## config.mk

```make
export PLATFORM = sky130hd
export DESIGN_NAME = char_lcd_nibble_writer
export DESIGN_NICKNAME = d
export VERILOG_FILES = /design/src/hdl/cln_pkg.sv /design/src/hdl/cln_decode.sv /design/src/hdl/char_lcd_nibble_writer.sv
export SDC_FILE = /design/constraint.sdc
export NUM_CORES = 1
export LEC_CHECK = 0
export ABC_AREA = 1
export BUFFER_PORTS_ARGS = -buffer_cell sky130_fd_sc_hd__buf_2
export CAP_MARGIN = 20
export CORE_AREA = 2 2 109 80
export DETAILED_ROUTE_END_ITERATION = 8
export DIE_AREA = 0 0 111 82
export GPL_ROUTABILITY_DRIVEN = 1
export PLACE_DENSITY = 0.71
export SYNTH_ARGS = -nofsm -noshare
export SYNTH_HDL_FRONTEND = slang
export SYNTH_SLANG_ARGS = --single-unit
```

## constraint.sdc

```tcl
create_clock -name clk -period 5.8 [get_ports clk]
set_clock_uncertainty 0.2 [all_clocks]
set_input_delay 1.16 -clock clk [delete_from_list [all_inputs] [get_ports clk]]
set_output_delay 1.16 -clock clk [all_outputs]
set_load 0.01 [all_outputs]
```

## src/hdl/cln_pkg.sv

```systemverilog
package cln_pkg;

    // request kinds carried in the input tuser field
    localparam logic [2:0] REQ_RAW   = 3'd0;
    localparam logic [2:0] REQ_CHAR  = 3'd1;
    localparam logic [2:0] REQ_GOTO  = 3'd2;
    localparam logic [2:0] REQ_CLEAR = 3'd3;
    localparam logic [2:0] REQ_HOME  = 3'd4;

    // configuration register indexes
    localparam logic [2:0] CFG_LINE_COUNT  = 3'd0;
    localparam logic [2:0] CFG_LINE0_START = 3'd1;
    localparam logic [2:0] CFG_LINE1_START = 3'd2;
    localparam logic [2:0] CFG_LINE2_START = 3'd3;
    localparam logic [2:0] CFG_LINE3_START = 3'd4;

    // configuration reset values
    localparam logic [2:0] LINE_COUNT_RST  = 3'd2;
    localparam logic [6:0] LINE0_START_RST = 7'd0;
    localparam logic [6:0] LINE1_START_RST = 7'd64;
    localparam logic [6:0] LINE2_START_RST = 7'd20;
    localparam logic [6:0] LINE3_START_RST = 7'd84;

    // display command bytes
    localparam logic [7:0] CMD_SET_ADDR = 8'h80;
    localparam logic [7:0] CMD_CLEAR    = 8'h01;
    localparam logic [7:0] CMD_HOME     = 8'h02;
    localparam logic [7:0] CHAR_NEWLINE = 8'h0A;

    // line counts that give go-to-position a meaning
    localparam logic [2:0] LINES_ONE  = 3'd1;
    localparam logic [2:0] LINES_TWO  = 3'd2;
    localparam logic [2:0] LINES_FOUR = 3'd4;

    localparam int unsigned IN_DATA_W  = 24;
    localparam int unsigned OUT_DATA_W = 8;

    typedef logic [3:0][6:0] line_start_t;

    // decoded request: the byte to send and the line tracking update
    typedef struct packed {
        logic       emit;
        logic       rs;
        logic [7:0] data;
        logic       line_wr;
        logic [1:0] line_next;
    } dec_t;

endpackage

```

## src/hdl/cln_decode.sv

```systemverilog
module cln_decode
    import cln_pkg::*;
(
    input  logic [2:0]  req_type,
    input  logic [7:0]  byte_value,
    input  logic [1:0]  row,
    input  logic [6:0]  column,
    input  logic [2:0]  line_count,
    input  line_start_t line_start,
    input  logic [1:0]  current_line,
    output dec_t        dec
);

    logic       nl_wrap;
    logic [1:0] nl_line;
    logic [1:0] goto_line;
    logic       goto_ok;
    logic [7:0] goto_addr;
    logic [7:0] nl_addr;

    always_comb
    begin
        nl_wrap = (line_count == 3'd0)
               || ({1'b0, current_line} >= (line_count - 3'd1))
               || (current_line == 2'd3);
        nl_line = nl_wrap ? 2'd0 : current_line + 2'd1;
        nl_addr = CMD_SET_ADDR + {1'b0, line_start[nl_line]};

        goto_line = row;
        goto_ok   = 1'b0;
        if (line_count == LINES_ONE)
        begin
            goto_line = 2'd0;
            goto_ok   = 1'b1;
        end
        else if (line_count == LINES_TWO)
        begin
            goto_ok = (row < 2'd2);
        end
        else if (line_count == LINES_FOUR)
        begin
            goto_ok = 1'b1;
        end
        // sum wraps modulo 256
        goto_addr = CMD_SET_ADDR + {1'b0, line_start[goto_line]} + {1'b0, column};
    end

    always_comb
    begin
        dec = '0;
        unique case (req_type)
            REQ_RAW:
            begin
                dec.emit = 1'b1;
                dec.data = byte_value;
            end
            REQ_CHAR:
            begin
                dec.emit = 1'b1;
                if (byte_value == CHAR_NEWLINE)
                begin
                    dec.data      = nl_addr;
                    dec.line_wr   = 1'b1;
                    dec.line_next = nl_line;
                end
                else
                begin
                    dec.rs   = 1'b1;
                    dec.data = byte_value;
                end
            end
            REQ_GOTO:
            begin
                dec.emit = goto_ok;
                dec.data = goto_addr;
            end
            REQ_CLEAR:
            begin
                dec.emit    = 1'b1;
                dec.data    = CMD_CLEAR;
                dec.line_wr = 1'b1;
            end
            REQ_HOME:
            begin
                dec.emit    = 1'b1;
                dec.data    = CMD_HOME;
                dec.line_wr = 1'b1;
            end
            default:
            begin
                dec = '0;
            end
        endcase
    end

endmodule

```

## src/hdl/char_lcd_nibble_writer.sv

```systemverilog
// Flow: an accepted item waits in the input stage register and is loaded into the output
// register when that is free; the output presents the high nibble, then the low nibble.
// Rate: one nibble per cycle while m_axis_tready is high; the single output channel
// carries each byte as two nibbles, and the next byte can load as the low nibble is taken.
// Items that send nothing leave the input stage without waiting for the output stage.
// Reset (rst_n low, asynchronous): pipeline empty, tracked line 0, registers
// line_count 2 and line starts 0, 64, 20, 84.
module char_lcd_nibble_writer
    import cln_pkg::*;
(
    input  logic                  clk,
    input  logic                  rst_n,
    input  logic                  cfg_we,
    input  logic [2:0]            cfg_index,
    input  logic [6:0]            cfg_wdata,
    input  logic                  s_axis_tvalid,
    output logic                  s_axis_tready,
    input  logic [IN_DATA_W-1:0]  s_axis_tdata,   // byte_value[7:0], row[9:8], column[16:10]
    input  logic [2:0]            s_axis_tuser,   // req_type[2:0]
    output logic                  m_axis_tvalid,
    input  logic                  m_axis_tready,
    output logic [OUT_DATA_W-1:0] m_axis_tdata,   // nibble[3:0]
    output logic                  m_axis_tlast,
    output logic                  m_axis_tuser    // reg_select[0]
);

    logic [2:0]  line_count_reg;
    line_start_t line_start_reg;
    logic [1:0]  line_reg;

    logic        in_valid_reg;
    logic [2:0]  in_type_reg;
    logic [7:0]  in_byte_reg;
    logic [1:0]  in_row_reg;
    logic [6:0]  in_col_reg;

    logic        out_valid_reg;
    logic        out_phase_reg;
    logic        out_rs_reg;
    logic [7:0]  out_byte_reg;

    dec_t        dec;
    logic        out_free;
    logic        in_advance;
    logic        out_load;
    logic [3:0]  nibble;

    always_ff @(posedge clk or negedge rst_n)
    begin
        if (!rst_n)
        begin
            line_count_reg    <= LINE_COUNT_RST;
            line_start_reg[0] <= LINE0_START_RST;
            line_start_reg[1] <= LINE1_START_RST;
            line_start_reg[2] <= LINE2_START_RST;
            line_start_reg[3] <= LINE3_START_RST;
        end
        else if (cfg_we)
        begin
            case (cfg_index)
                CFG_LINE_COUNT:  line_count_reg    <= cfg_wdata[2:0];
                CFG_LINE0_START: line_start_reg[0] <= cfg_wdata;
                CFG_LINE1_START: line_start_reg[1] <= cfg_wdata;
                CFG_LINE2_START: line_start_reg[2] <= cfg_wdata;
                CFG_LINE3_START: line_start_reg[3] <= cfg_wdata;
                default:         ;
            endcase
        end
    end

    cln_decode u_decode (
        .req_type     (in_type_reg),
        .byte_value   (in_byte_reg),
        .row          (in_row_reg),
        .column       (in_col_reg),
        .line_count   (line_count_reg),
        .line_start   (line_start_reg),
        .current_line (line_reg),
        .dec          (dec)
    );

    assign out_free      = !out_valid_reg || (m_axis_tready && out_phase_reg);
    assign in_advance    = in_valid_reg && (!dec.emit || out_free);
    assign out_load      = in_valid_reg && dec.emit && out_free;
    assign s_axis_tready = !in_valid_reg || in_advance;

    always_ff @(posedge clk or negedge rst_n)
    begin
        if (!rst_n)
        begin
            in_valid_reg <= 1'b0;
            line_reg     <= 2'd0;
        end
        else
        begin
            if (s_axis_tready)
            begin
                in_valid_reg <= s_axis_tvalid;
            end
            // commit line tracking when the item leaves the input stage
            if (in_advance && dec.line_wr)
            begin
                line_reg <= dec.line_next;
            end
        end
    end

    always_ff @(posedge clk)
    begin
        if (s_axis_tready && s_axis_tvalid)
        begin
            in_type_reg <= s_axis_tuser;
            in_byte_reg <= s_axis_tdata[7:0];
            in_row_reg  <= s_axis_tdata[9:8];
            in_col_reg  <= s_axis_tdata[16:10];
        end
    end

    always_ff @(posedge clk or negedge rst_n)
    begin
        if (!rst_n)
        begin
            out_valid_reg <= 1'b0;
            out_phase_reg <= 1'b0;
        end
        else if (out_load)
        begin
            out_valid_reg <= 1'b1;
            out_phase_reg <= 1'b0;
        end
        else if (out_valid_reg && m_axis_tready)
        begin
            // advance to the low nibble, or drop after it
            out_valid_reg <= !out_phase_reg;
            out_phase_reg <= !out_phase_reg;
        end
    end

    always_ff @(posedge clk)
    begin
        if (out_load)
        begin
            out_byte_reg <= dec.data;
            out_rs_reg   <= dec.rs;
        end
    end

    assign nibble        = out_phase_reg ? out_byte_reg[3:0] : out_byte_reg[7:4];
    assign m_axis_tvalid = out_valid_reg;
    assign m_axis_tdata  = {{(OUT_DATA_W - 4){1'b0}}, nibble};
    assign m_axis_tlast  = out_phase_reg;
    assign m_axis_tuser  = out_rs_reg;

endmodule

```

==> results.sh <==
export IMPL_finalPower_mw=1.620
export IMPL_hold_violations=0
export IMPL_commonest_non_fill_non_tap_cell_in_the_layout="nand2_1"
export IMPL_power_per_cell_area_nw_per_um2=396.0
export IMPL_synth_top_cell_area_share=0.2467
export IMPL_setup_viol=0
export IMPL_setup_tns_final_ps=0
export IMPL_crit_fanout=13
export IMPL_crit_required_ps=5640
export IMPL_yosys_warnings=0
export IMPL_design_die_area_um2=9102
export IMPL_numCtsBuffers=9
export IMPL_h_tree_depth=3
export IMPL_synth_top_area_cell="edfxtp_1"
export IMPL_critPathBufInv=2
export IMPL_grt_use_total=0.1891
export IMPL_clk_latency_ps=330
export IMPL_cts_repair_timing_setup_buffer_count=0
export IMPL_worstPathArrival_ps=3700
export IMPL_max_stage_delay_ps=550
export IMPL_detail_route_iter0_violations=178
export IMPL_dominant_combinational_cell_family_by_area_after_synthesis="simple AND/OR/NAND/NOR gates"
export IMPL_layout_common_cells="126 x nand2_1, 42 x buf_2, 36 x inv_1"
export IMPL_path_clk_slew_ps=50
export IMPL_synth_cell_area_um2=3530
export IMPL_die_height_um=82
export IMPL_min_path_type="flop to flop"
export IMPL_via_per_inst=5.061
export IMPL_grt_pass1_wl_um=13190
export IMPL_setup_worst_path_end_class="flop"
export IMPL_detailedRoute_firstPassIterationCount=5
export IMPL_number_of_global_route_vias_before_repair=2710
export IMPL_synth_xor_area_share=0.004963
export IMPL_worst_slew_margin_rel=0.2793
export IMPL_die_width_um=111
export IMPL_placement_io_buffers=42
export IMPL_syn_avg_cell_area_um2=8.424
export IMPL_gpl_final_weighted_congestion=0.8938
export IMPL_nets=518
export IMPL_synth_seq_cells=65
export IMPL_antenna_found_initial=0
export IMPL_tightestPinTransition_ps=1079
export IMPL_synth_top_cells_by_area="edfxtp_1 25%, dfrtp_1 21%, nand2_1 13%"
export IMPL_period_share=0.6643
export IMPL_n_antenna_cell=0
export IMPL_leakage_nw=1.960
export IMPL_yosys_area_share_simple=0.2357
export IMPL_synth_adder_area_share=0.05530
export IMPL_place_detailed_hpwl_um=5939
export IMPL_cp_slowest_cell="dfstp_2"
export IMPL_drt_wl_total_um=7961
export IMPL_grt_setup_unrepaired="no"
export IMPL_num_rows=28
export IMPL_yosysSeqAreaShare=0.5044
export IMPL_largest_register_ffs=28
export IMPL_drtAntennaViolNets=0
export IMPL_grt_max_degree=37
export IMPL_vdd_ir_drop_worst_mv=0.2296
export IMPL_via_count=2890
export IMPL_cp_cell_sequence="inv_1, ha_1, a21oi_2, inv_2, nand2_1, o21ai_1, nand2_1, o31ai_1, ha_1, fa_1, nand4_1, nand3_1, or2_2, nand3_1, nand3_1"
export IMPL_max_freq_ghz=0.2595
export IMPL_postCtsHoldBufs=0
export IMPL_fp_coreArea_um2=8093
export IMPL_route_detailed_wl_per_inst_um=13.94
export IMPL_outcome="finished, final reports clean"
export IMPL_critical_path_class="flop to flop"
export IMPL_path_common_cell="nand3_1"
export IMPL_post_cts_resize_count=0
export IMPL_cpLargestDelayFamily="adder cells"
export IMPL_cap_viol_max_count=0
export IMPL_timing_final_max_slew_violations=0
export IMPL_r2r_setup_slack_ps=1950
export IMPL_io_pins=54
export IMPL_minimum_clock_period_ps=3853
export IMPL_worst_setup_path_start_kind="flop"
export IMPL_drc=0
export IMPL_root_buffer="clkbuf_16"
export IMPL_layout_drive_gt1_share=0.1824
export IMPL_tritoncts_num_sinks=65
export IMPL_cts_path_max_buffers=2
export IMPL_synth_cells=419
export IMPL_muxShareOfSynthArea=0
export IMPL_tritoncts="done"
export IMPL_synth_compound_area_frac=0.1241
export IMPL_synthDistinctLibCells=37
export IMPL_floorplan_initialDensity=0.4361
export IMPL_grt_ovfl_total=0
export IMPL_synthToLayoutAreaGrowth_pct=15.92
## Yosys cell counts
master and instances:
a21oi_4 1, a32oi_1 1, dfrtp_1 29, nand3_4 1
o31ai_1 4, edfxtp_1 29, a31oi_1 5, xor2_1 1
dfstp_2 7, fa_1 1, conb_1 1, inv_1 36
or2_2 2, inv_2 10, a21oi_2 3, buf_6 2
a21boi_1 1, buf_4 4, a21oi_1 13, nor2_1 31
o21ai_1 34, a211oi_1 1, clkbuf_1 5, xnor2_1 1
nand2_2 3, o21ai_0 8, nand3_1 28, clkinv_1 1
o22ai_1 2, o21bai_1 1, nand3_2 1, nand4_1 6
o211ai_1 2, buf_2 3, ha_1 14, nand2_1 126
nor2_2 1
## cells by family after synthesis
kind of cell,Yosys count
AND/OR/NAND/NOR,199
AO/OA/AOI/OAI,76
flip-flops,65
buffers and inverters,61
adder cells (fa/ha/maj),15
XOR/XNOR,2
other,1
## area by class of cell
type | instances | area [um^2]
fill | 772 | 4001
sequential | 65 | 1780
multi-input combinational | 296 | 1498
clock buffer | 14 | 285.3
timing repair buffer | 42 | 210.2
inverter | 47 | 176.4
tap | 105 | 131.4
clock inverter | 2 | 10.01
## final timing paths
kind,start,to,cells after the start
setup / recovery,line_count_reg[1],out_byte_reg[6],15
min in group asynchronous,rst_n,line_reg[0],1
setup reg to reg,line_count_reg[1],out_byte_reg[6],15
max in group asynchronous,rst_n,line_start_reg[3],1
hold reg to reg,line_start_reg[23],line_start_reg[23],2
hold / removal,line_start_reg[23],line_start_reg[23],2
## per-layer routing
metal / vias to the layer above / global-route usage / share of wire
met1: 1318 / 0.2587 / 0.49
met3: 11 / 0.05830 / 0.066
met4: 0 / 0.06250 / 0.013
met5: - / 0 / 0
li1: 1469 / - / -
met2: 92 / 0.2890 / 0.43
## power breakdown
part	leakage, nW	switching [mW]	internal, mW
Clock	0.148	0.184	0.337
Sequential	0.716	0.0653	0.586
Combinational	1.10	0.286	0.162
## worst reg2reg max path, delay by kind of cell (launching register included)
family	cells	cell delay, ps
fa+ha+maj	3	940
flops	1	550
compound gates	3	680
buf+inv	2	330
simple gates	7	870
## through the flow
stage               utilization  instances  hold slack [ps]  worst slack (ps)  instance area (um^2)
global route             0.5056        571            303.5              1700                  4091
CTS                      0.5056        571            276.6              2007                  4091
finish                   0.5056        571            277.7              1947                  4091
floorplan                     -        422            254.8              2697                  3541
global placement         0.4691        555            264.1              2119                  3796
detailed placement       0.4691        555            269.0              2028                  3796
Note: power is estimated with default switching activity, not from simulation.
